File: src/lpfr_pkg.sv
package lpfr_pkg;

  localparam int SIZE_W = 23;
  localparam logic [SIZE_W-1:0] SIZE_MAX = 23'h7FFFFF;
  localparam logic [SIZE_W-1:0] MIN_SIZE = 23'd2;
  localparam int LONG_FLAG_BIT = 7;
  localparam logic [6:0] HIGH_MASK = 7'h7F;
  localparam logic [2:0] SHORT_LAST_IDX = 3'd3;
  localparam logic [2:0] LONG_LAST_IDX = 3'd4;

  typedef enum logic [1:0] {
    KIND_PAYLOAD = 2'd0,
    KIND_EMPTY   = 2'd1,
    KIND_ERROR   = 2'd2
  } kind_t;

  typedef struct packed {
    kind_t             kind;
    logic [7:0]        payload_byte;
    logic [15:0]       opcode;
    logic              last_of_frame;
    logic [SIZE_W-1:0] frame_size;
  } result_t;

  typedef struct packed {
    logic valid;
    logic halted;
  } status_t;

endpackage

File: src/lpfr_if.sv
interface lpfr_in_if;
  logic       valid;
  logic       ready;
  logic [7:0] in_byte;
  logic       chunk_end;

  modport source (output valid, output in_byte, output chunk_end, input ready);
  modport sink (input valid, input in_byte, input chunk_end, output ready);
endinterface

interface lpfr_out_if;
  logic        valid;
  logic        ready;
  logic [1:0]  result_kind;
  logic [7:0]  payload_byte;
  logic [15:0] opcode;
  logic        last_of_frame;
  logic [22:0] frame_size;

  modport source (output valid, output result_kind, output payload_byte, output opcode,
                  output last_of_frame, output frame_size, input ready);
  modport sink (input valid, input result_kind, input payload_byte, input opcode,
                input last_of_frame, input frame_size, output ready);
endinterface

File: src/length_prefixed_frame_reader.sv
// Channel   Direction  Payload
// stream    in         in_byte, chunk_end
// result    out        result_kind, payload_byte, opcode, last_of_frame, frame_size
// cfg       in         cfg_wen, cfg_wdata (max_frame_size)
//
// One byte is taken per cycle while stream.ready is high; its result, if any, is registered in the output buffer.
// The header and payload counters update in the same cycle as the transfer.
// A two-entry output buffer lets stream stay ready while a result stall holds only one entry.
// Reset is synchronous; after a bad size all bytes are dropped until reset.
module length_prefixed_frame_reader import lpfr_pkg::*; (
  input  logic                clk,
  input  logic                rst,
  input  logic                cfg_wen,
  input  logic [SIZE_W-1:0]   cfg_wdata,
  lpfr_in_if.sink             stream,
  lpfr_out_if.source          result
);

  status_t st;
  result_t res;
  result_t out_data;
  logic    take;
  logic    can_push;

  assign take         = stream.valid && stream.ready;
  assign stream.ready = can_push;

  lpfr_parse u_parse (
    .clk       (clk),
    .rst       (rst),
    .cfg_wen   (cfg_wen),
    .cfg_wdata (cfg_wdata),
    .take      (take),
    .in_byte   (stream.in_byte),
    .status    (st),
    .res       (res)
  );

  lpfr_skid u_skid (
    .clk       (clk),
    .rst       (rst),
    .push      (st.valid),
    .push_data (res),
    .can_push  (can_push),
    .out_valid (result.valid),
    .out_ready (result.ready),
    .out_data  (out_data)
  );

  assign result.result_kind   = out_data.kind;
  assign result.payload_byte  = out_data.payload_byte;
  assign result.opcode        = out_data.opcode;
  assign result.last_of_frame = out_data.last_of_frame;
  assign result.frame_size    = out_data.frame_size;

  a_ready_when_empty: assert property (@(posedge clk) disable iff (rst)
    !result.valid |-> stream.ready) else $error("stream stalled with empty output");

  a_error_last: assert property (@(posedge clk) disable iff (rst)
    result.valid && result.result_kind == KIND_ERROR |-> result.last_of_frame)
    else $error("error result without last_of_frame");

  a_byte_zero: assert property (@(posedge clk) disable iff (rst)
    result.valid && result.result_kind != KIND_PAYLOAD |-> result.payload_byte == 8'd0)
    else $error("nonzero byte on a non-payload result");

  a_halt_silent: assert property (@(posedge clk) disable iff (rst)
    st.halted |-> !st.valid) else $error("result produced after halt");

endmodule

File: src/lpfr_parse.sv
module lpfr_parse import lpfr_pkg::*; (
  input  logic              clk,
  input  logic              rst,
  input  logic              cfg_wen,
  input  logic [SIZE_W-1:0] cfg_wdata,
  input  logic              take,
  input  logic [7:0]        in_byte,
  output status_t           status,
  output result_t           res
);

  logic [SIZE_W-1:0] max_frame_size;
  logic [7:0]        header_store [4];
  logic [2:0]        header_count;
  logic              long_header;
  logic [15:0]       frame_opcode;
  logic [SIZE_W-1:0] payload_left;
  logic [SIZE_W-1:0] decoded_size;
  logic              halted;

  logic [2:0]        header_count_next;
  logic              long_header_next;
  logic [15:0]       frame_opcode_next;
  logic [SIZE_W-1:0] payload_left_next;
  logic [SIZE_W-1:0] decoded_size_next;
  logic              halted_next;
  logic              store_en;
  logic              produce;
  logic              long_now;
  logic [2:0]        last_idx;
  logic [SIZE_W-1:0] size_dec;
  logic [15:0]       opcode_dec;

  always_comb begin
    header_count_next = header_count;
    long_header_next  = long_header;
    frame_opcode_next = frame_opcode;
    payload_left_next = payload_left;
    decoded_size_next = decoded_size;
    halted_next       = halted;
    store_en          = 1'b0;
    produce           = 1'b0;
    long_now          = (header_count == 3'd0) ? in_byte[LONG_FLAG_BIT] : long_header;
    last_idx          = long_now ? LONG_LAST_IDX : SHORT_LAST_IDX;
    size_dec          = long_now ? {header_store[0][6:0] & HIGH_MASK, header_store[1],
                                    header_store[2]}
                                 : {7'd0, header_store[0], header_store[1]};
    opcode_dec        = long_now ? {in_byte, header_store[3]} : {in_byte, header_store[2]};
    res.kind          = KIND_PAYLOAD;
    res.payload_byte  = 8'd0;
    res.last_of_frame = 1'b1;

    if (halted) begin
      produce = 1'b0;
    end else if (payload_left != '0) begin
      payload_left_next = payload_left - SIZE_W'(1);
      produce           = 1'b1;
      res.payload_byte  = in_byte;
      res.last_of_frame = (payload_left == SIZE_W'(1));
    end else if (header_count < last_idx) begin
      long_header_next  = long_now;
      store_en          = 1'b1;
      header_count_next = header_count + 3'd1;
    end else begin
      header_count_next = 3'd0;
      frame_opcode_next = opcode_dec;
      decoded_size_next = size_dec;
      produce           = 1'b1;
      if (size_dec < MIN_SIZE || size_dec > max_frame_size) begin
        halted_next = 1'b1;
        res.kind    = KIND_ERROR;
      end else begin
        payload_left_next = size_dec - MIN_SIZE;
        if (size_dec == MIN_SIZE) begin
          res.kind = KIND_EMPTY;
        end else begin
          produce = 1'b0;
        end
      end
    end

    res.opcode     = frame_opcode_next;
    res.frame_size = decoded_size_next;
    status.valid   = take && produce;
    status.halted  = halted;
  end

  always_ff @(posedge clk) begin
    if (rst) begin
      max_frame_size <= SIZE_MAX;
      header_count   <= 3'd0;
      long_header    <= 1'b0;
      frame_opcode   <= 16'd0;
      payload_left   <= '0;
      decoded_size   <= '0;
      halted         <= 1'b0;
      for (int i = 0; i < 4; i++) begin
        header_store[i] <= 8'd0;
      end
    end else begin
      if (cfg_wen) begin
        max_frame_size <= cfg_wdata;
      end
      if (take) begin
        header_count <= header_count_next;
        long_header  <= long_header_next;
        frame_opcode <= frame_opcode_next;
        payload_left <= payload_left_next;
        decoded_size <= decoded_size_next;
        halted       <= halted_next;
        if (store_en) begin
          header_store[header_count[1:0]] <= in_byte;
        end
      end
    end
  end

endmodule

File: src/lpfr_skid.sv
module lpfr_skid import lpfr_pkg::*; (
  input  logic    clk,
  input  logic    rst,
  input  logic    push,
  input  result_t push_data,
  output logic    can_push,
  output logic    out_valid,
  input  logic    out_ready,
  output result_t out_data
);

  logic    main_valid;
  logic    skid_valid;
  result_t main_data;
  result_t skid_data;
  logic    pop;

  assign pop       = main_valid && out_ready;
  assign can_push  = !skid_valid;
  assign out_valid = main_valid;
  assign out_data  = main_data;

  always_ff @(posedge clk) begin
    if (rst) begin
      main_valid <= 1'b0;
      skid_valid <= 1'b0;
    end else if (skid_valid) begin
      if (pop) begin
        skid_valid <= 1'b0;
      end
    end else if (push) begin
      if (main_valid && !pop) begin
        skid_valid <= 1'b1;
      end else begin
        main_valid <= 1'b1;
      end
    end else if (pop) begin
      main_valid <= 1'b0;
    end
  end

  always_ff @(posedge clk) begin
    if (skid_valid) begin
      if (pop) begin
        main_data <= skid_data;
      end
    end else if (push) begin
      if (main_valid && !pop) begin
        skid_data <= push_data;
      end else begin
        main_data <= push_data;
      end
    end
  end

endmodule
File: src/flat_wrapper.sv
// flat-port wrapper written by rule: the top's interface ports become plain ports
module length_prefixed_frame_reader_flat import lpfr_pkg::*;
  (clk, rst, cfg_wen, cfg_wdata, stream_valid, stream_in_byte, stream_chunk_end, stream_ready, result_valid, result_result_kind, result_payload_byte, result_opcode, result_last_of_frame, result_frame_size, result_ready);
  lpfr_in_if stream_i ();
  lpfr_out_if result_i ();
  input  logic clk;
  input  logic rst;
  input  logic cfg_wen;
  input  logic [SIZE_W-1:0] cfg_wdata;
  input wire logic [$bits(stream_i.valid)-1:0] stream_valid;
  input wire logic [$bits(stream_i.in_byte)-1:0] stream_in_byte;
  input wire logic [$bits(stream_i.chunk_end)-1:0] stream_chunk_end;
  output wire logic [$bits(stream_i.ready)-1:0] stream_ready;
  output wire logic [$bits(result_i.valid)-1:0] result_valid;
  output wire logic [$bits(result_i.result_kind)-1:0] result_result_kind;
  output wire logic [$bits(result_i.payload_byte)-1:0] result_payload_byte;
  output wire logic [$bits(result_i.opcode)-1:0] result_opcode;
  output wire logic [$bits(result_i.last_of_frame)-1:0] result_last_of_frame;
  output wire logic [$bits(result_i.frame_size)-1:0] result_frame_size;
  input wire logic [$bits(result_i.ready)-1:0] result_ready;
  assign stream_i.valid = stream_valid;
  assign stream_i.in_byte = stream_in_byte;
  assign stream_i.chunk_end = stream_chunk_end;
  assign stream_ready = stream_i.ready;
  assign result_valid = result_i.valid;
  assign result_result_kind = result_i.result_kind;
  assign result_payload_byte = result_i.payload_byte;
  assign result_opcode = result_i.opcode;
  assign result_last_of_frame = result_i.last_of_frame;
  assign result_frame_size = result_i.frame_size;
  assign result_i.ready = result_ready;
  length_prefixed_frame_reader u_core (.clk(clk), .rst(rst), .cfg_wen(cfg_wen), .cfg_wdata(cfg_wdata), .stream(stream_i), .result(result_i));
endmodule
File: config.mk
export PLATFORM = sky130hd
export DESIGN_NAME = length_prefixed_frame_reader_flat
export DESIGN_NICKNAME = d
export VERILOG_FILES = /design/src/lpfr_pkg.sv /design/src/lpfr_if.sv /design/src/length_prefixed_frame_reader.sv /design/src/lpfr_parse.sv /design/src/lpfr_skid.sv /design/src/flat_wrapper.sv
export SDC_FILE = /design/constraint.sdc
export NUM_CORES = 1
export LEC_CHECK = 0
export BUFFER_PORTS_ARGS = -buffer_cell sky130_fd_sc_hd__buf_2
export CAP_MARGIN = 5
export CORE_MARGIN = 1.5
export CORE_UTILIZATION = 50
export DETAILED_ROUTE_END_ITERATION = 8
export GPL_ROUTABILITY_DRIVEN = 0
export PLACE_DENSITY = 0.68
export SYNTH_ARGS = -nofsm -noshare
export SYNTH_HDL_FRONTEND = slang
export SYNTH_SLANG_ARGS = --single-unit
File: constraint.sdc
create_clock -name clk -period 17.5 [get_ports clk]
set_clock_uncertainty 0.05 [all_clocks]
set_input_delay 0 -clock clk [delete_from_list [all_inputs] [get_ports clk]]
set_output_delay 0 -clock clk [all_outputs]
set_load 0.005 [all_outputs]
==> key figures <==
Outcome
  – Run status: finished clean

Clock tree
  – CTS resizes: 0
  – Clk Latency, worst-skew pair: about 520 ps
  – H-tree depth: 1
  – Hold buffers post-CTS: 32
  – Max Buffers Root-to-Sink: 3
  – Root Buffer: clkbuf_16
  – CTS Buf Count: 24
  – Clock sink count: 224
  – Clock transition at path regs: ~60 ps
  – Post-CTS Setup Inserts: 0
  – CTS tree: built

Critical path
  – R2R depth: 16
  – Worst Setup Start Kind: flop
  – Critical path cell sequence: inv_1, ha_1, nor2b_4, mux2i_4, inv_2, mux2i_1, inv_1, ha_1, nand4_1, nor4_1, a32oi_1, a41oi_1, nand2_1, o31ai_1, a22oi_2, buf_4
  – Crit-path slowest cell: inv_2
  – R2r startpoint: u_core.u_parse.header_count[0]
  – CP Class: reg2reg
  – Crit path launch: u_core.u_parse.header_count[0]
  – Crit path capture: u_core.u_skid.out_data[41]
  – CP endpoint kind: flop
  – Worst R2R Setup Slack: around 11000 ps
  – Reg2reg end: u_core.u_skid.out_data[41]
  – CP arrival: 6220 ps
  – CP Max Fanout: 40
  – Worst path max stage delay: about 580 ps
  – Worst Path Required: between 15000 and 20000 ps

Floorplan
  – CORE AREA: about 22000 um^2
  – Die height: between 150 and 200 um
  – Std cell rows: 54
  – Initial Utilization: 0.514
  – Die width: about 150 um
  – Num ports: approximately 90
  – Die area: 23600 um^2

Global route
  – Grt total ovfl: 0
  – Initial antenna violation count: 0
  – First-pass GRT wire length: ~44000 um
  – Vias in the first global route: 8287
  – Global-route usage over all layers: 0.233
  – Largest net degree at the start of global routing: 73

Synth
  – Seq cells post-synth: between 200 and 250
  – Post-synthesis net count: around 1200
  – Post-synth EDFFs: 132
  – Cells after Synth: ~1100
  – Top-count cell post-synth: nand2_1
  – Cell type with the largest total area after synthesis: edfxtp_1
  – Sequential area share after synthesis: 0.511
  – Top cells by count, synth: 216 x nand2_1, 132 x edfxtp_1, 92 x dfxtp_1, 57 x nor2_1, 52 x inv_1
  – Syn avg cell area: around 10 um^2
  – Synth Warn #: 0
  – Area of the mapped netlist: roughly 11000 um^2
  – Ys flop type: edfxtp_1
  – Distinct cells, synth: 80
  – Post-synth ARST share: 0
  – Top cells by area, synth: edfxtp_1 35%, dfxtp_1 16%, nand2_1 7.1%
  – Top-area cell type share of the netlist area: 0.349

Route
  – DRT antenna net count: 0
  – Vias/cell: roughly 5.7
  – DR pass1 iterations: 7
  – Via count: between 8000 and 9000
  – WL/cell: 18.5 um
  – Iter 0 DRT Violations: roughly 620
  – DRC: 0
  – Post-Route WL: around 28000 um

Timing
  – Final worst-path cycle share: 0.345
  – Final Critical Period: 6040 ps
  – RSZ-0062 raised after global routing: no
  – Final setup TNS: 0 ps
  – Fmax: around 170 MHz
  – Slew margin rel.: 0.288
  – Worst-Margin Slew: around 1100 ps
  – Final number of max-transition violations: 0
  – Final hold vios: 0
  – Final setup viols: 0

Final layout
  – Nets: 1272
  – Area Growth Syn to Fin: 14.9%
  – Number of fill cells: 1842
  – Share of cells above drive strength 1: 0.206
  – Ant. Diodes: 0
  – Design Area, Final: 13100 um^2

Place
  – DPL Wire Length: roughly 19000 um
  – Placed instance area: 12000 um^2
  – Buffers added on ports: a little under 90

Job
  – Max-Cap Viols: 0

Power
  – PwrDens: about 160 nW/um^2
  – Worst vdd ir: between 0.1 and 0.15 mV
  – Leak: ~0.0054 uW

Min path
  – Hold Path Class: in2reg
-- cells by family (layout without fill, tap and decap cells) --
family	Yosys count	count (layout)	synth area share
compound gates	184	184	0.112
mux	92	92	0.0946
fa+ha+maj	30	30	0.0330
flops	224	224	0.511
buf+inv	110	230	0.0415
xor+xnor	9	9	0.00694
simple gates	454	454	0.201
-- cells in the final DEF, fill, tap and decap left out, drive strengths merged, types with 4 or more instances in the layout --
| cell type | n |
|---|---|
| a211o | 5 |
| a211oi | 11 |
| a21o | 7 |
| a21oi | 49 |
| a31oi | 8 |
| and2 | 42 |
| and3 | 9 |
| and4 | 5 |
| buf | 100 |
| clkbuf | 33 |
| clkinv | 9 |
| dfxtp | 92 |
| dlygate4sd3 | 32 |
| edfxtp | 132 |
| ha | 30 |
| inv | 54 |
| mux2 | 65 |
| mux2i | 27 |
| nand2 | 222 |
| nand2b | 4 |
| nand3 | 18 |
| nand4 | 10 |
| nor2 | 57 |
| nor2b | 4 |
| nor3 | 36 |
| nor4 | 13 |
| o211a | 6 |
| o211ai | 24 |
| o21ai | 30 |
| o311ai | 4 |
| o31ai | 13 |
| or2 | 10 |
| or3 | 8 |
| or4 | 5 |
| xnor2 | 8 |
-- metal layers --
metal,up-vias,track usage,share of wire
met4,0,0.0865,0.033
li1,4168,-,-
met5,-,0,0
met3,66,0.0417,0.075
met2,319,0.375,0.45
met1,4049,0.316,0.44
-- area by class of cell --
cell class                 count  area, um^2  area share
timing repair buffer         132         853      0.0653
multi-input combinational    769        5100       0.390
sequential                   224        5810       0.444
clock inverter                11        87.6     0.00670
clock buffer                  33         664      0.0509
tap                          280         350      0.0268
inverter                      54         203      0.0155
-- flip-flops by register name, summed over array words and instances, names as in the netlist --
signal	count
u_core.u_skid.out_data	50
u_core.u_skid.skid_data	50
u_core.u_parse.header_store	32
u_core.u_parse.decoded_size	23
u_core.u_parse.max_frame_size	23
u_core.u_parse.payload_left	23
u_core.u_parse.frame_opcode	16
u_core.u_parse.header_count	3
u_core.u_parse.halted	1
u_core.u_parse.long_header	1
u_core.u_skid.out_valid	1
u_core.u_skid.skid_valid	1
-- worst max-delay path: cells and delay by family (launching register included) --
family          cells  cell delay, ps
mux                 2             650
compound gates      4            1510
flops               1             550
fa+ha+maj           2             580
buf+inv             4            1310
simple gates        4            1050
-- through the flow --
step	worst slack, ps	instances	utilization	power, uW	hold WS (ps)
final	11460	1503	0.591	2110	25.3
after detailed placement	11550	1427	0.543	1620	173
after CTS	11540	1503	0.591	2110	22.2
after global routing	11080	1503	0.591	2220	65.9
after global placement	11580	1427	0.543	1600	167
after floorplan	9800	1103	-	1380	76.2
-- report_power, final --
group	internal, uW	leakage (uW)	switching [uW]
logic	305	0.00303	520
clock network	280	0.000365	207
registers	732	0.00204	62.3
total	1320	0.00544	789
-- worst min path at each step --
stage                  startpoint                                 to  slack (ps)  cells after the start
floorplan           cfg_wdata[22]  u_core.u_parse.max_frame_size[22]          80                      2
global placement     cfg_wdata[0]   u_core.u_parse.max_frame_size[0]         170                      3
detailed placement  cfg_wdata[15]  u_core.u_parse.max_frame_size[15]         170                      3
CTS                       cfg_wen  u_core.u_parse.max_frame_size[10]          20                      3
global route         stream_valid    u_core.u_parse.decoded_size[14]          70                      5
finish                    cfg_wen  u_core.u_parse.max_frame_size[15]          30                      3
(Power assumes the default switching activity.)
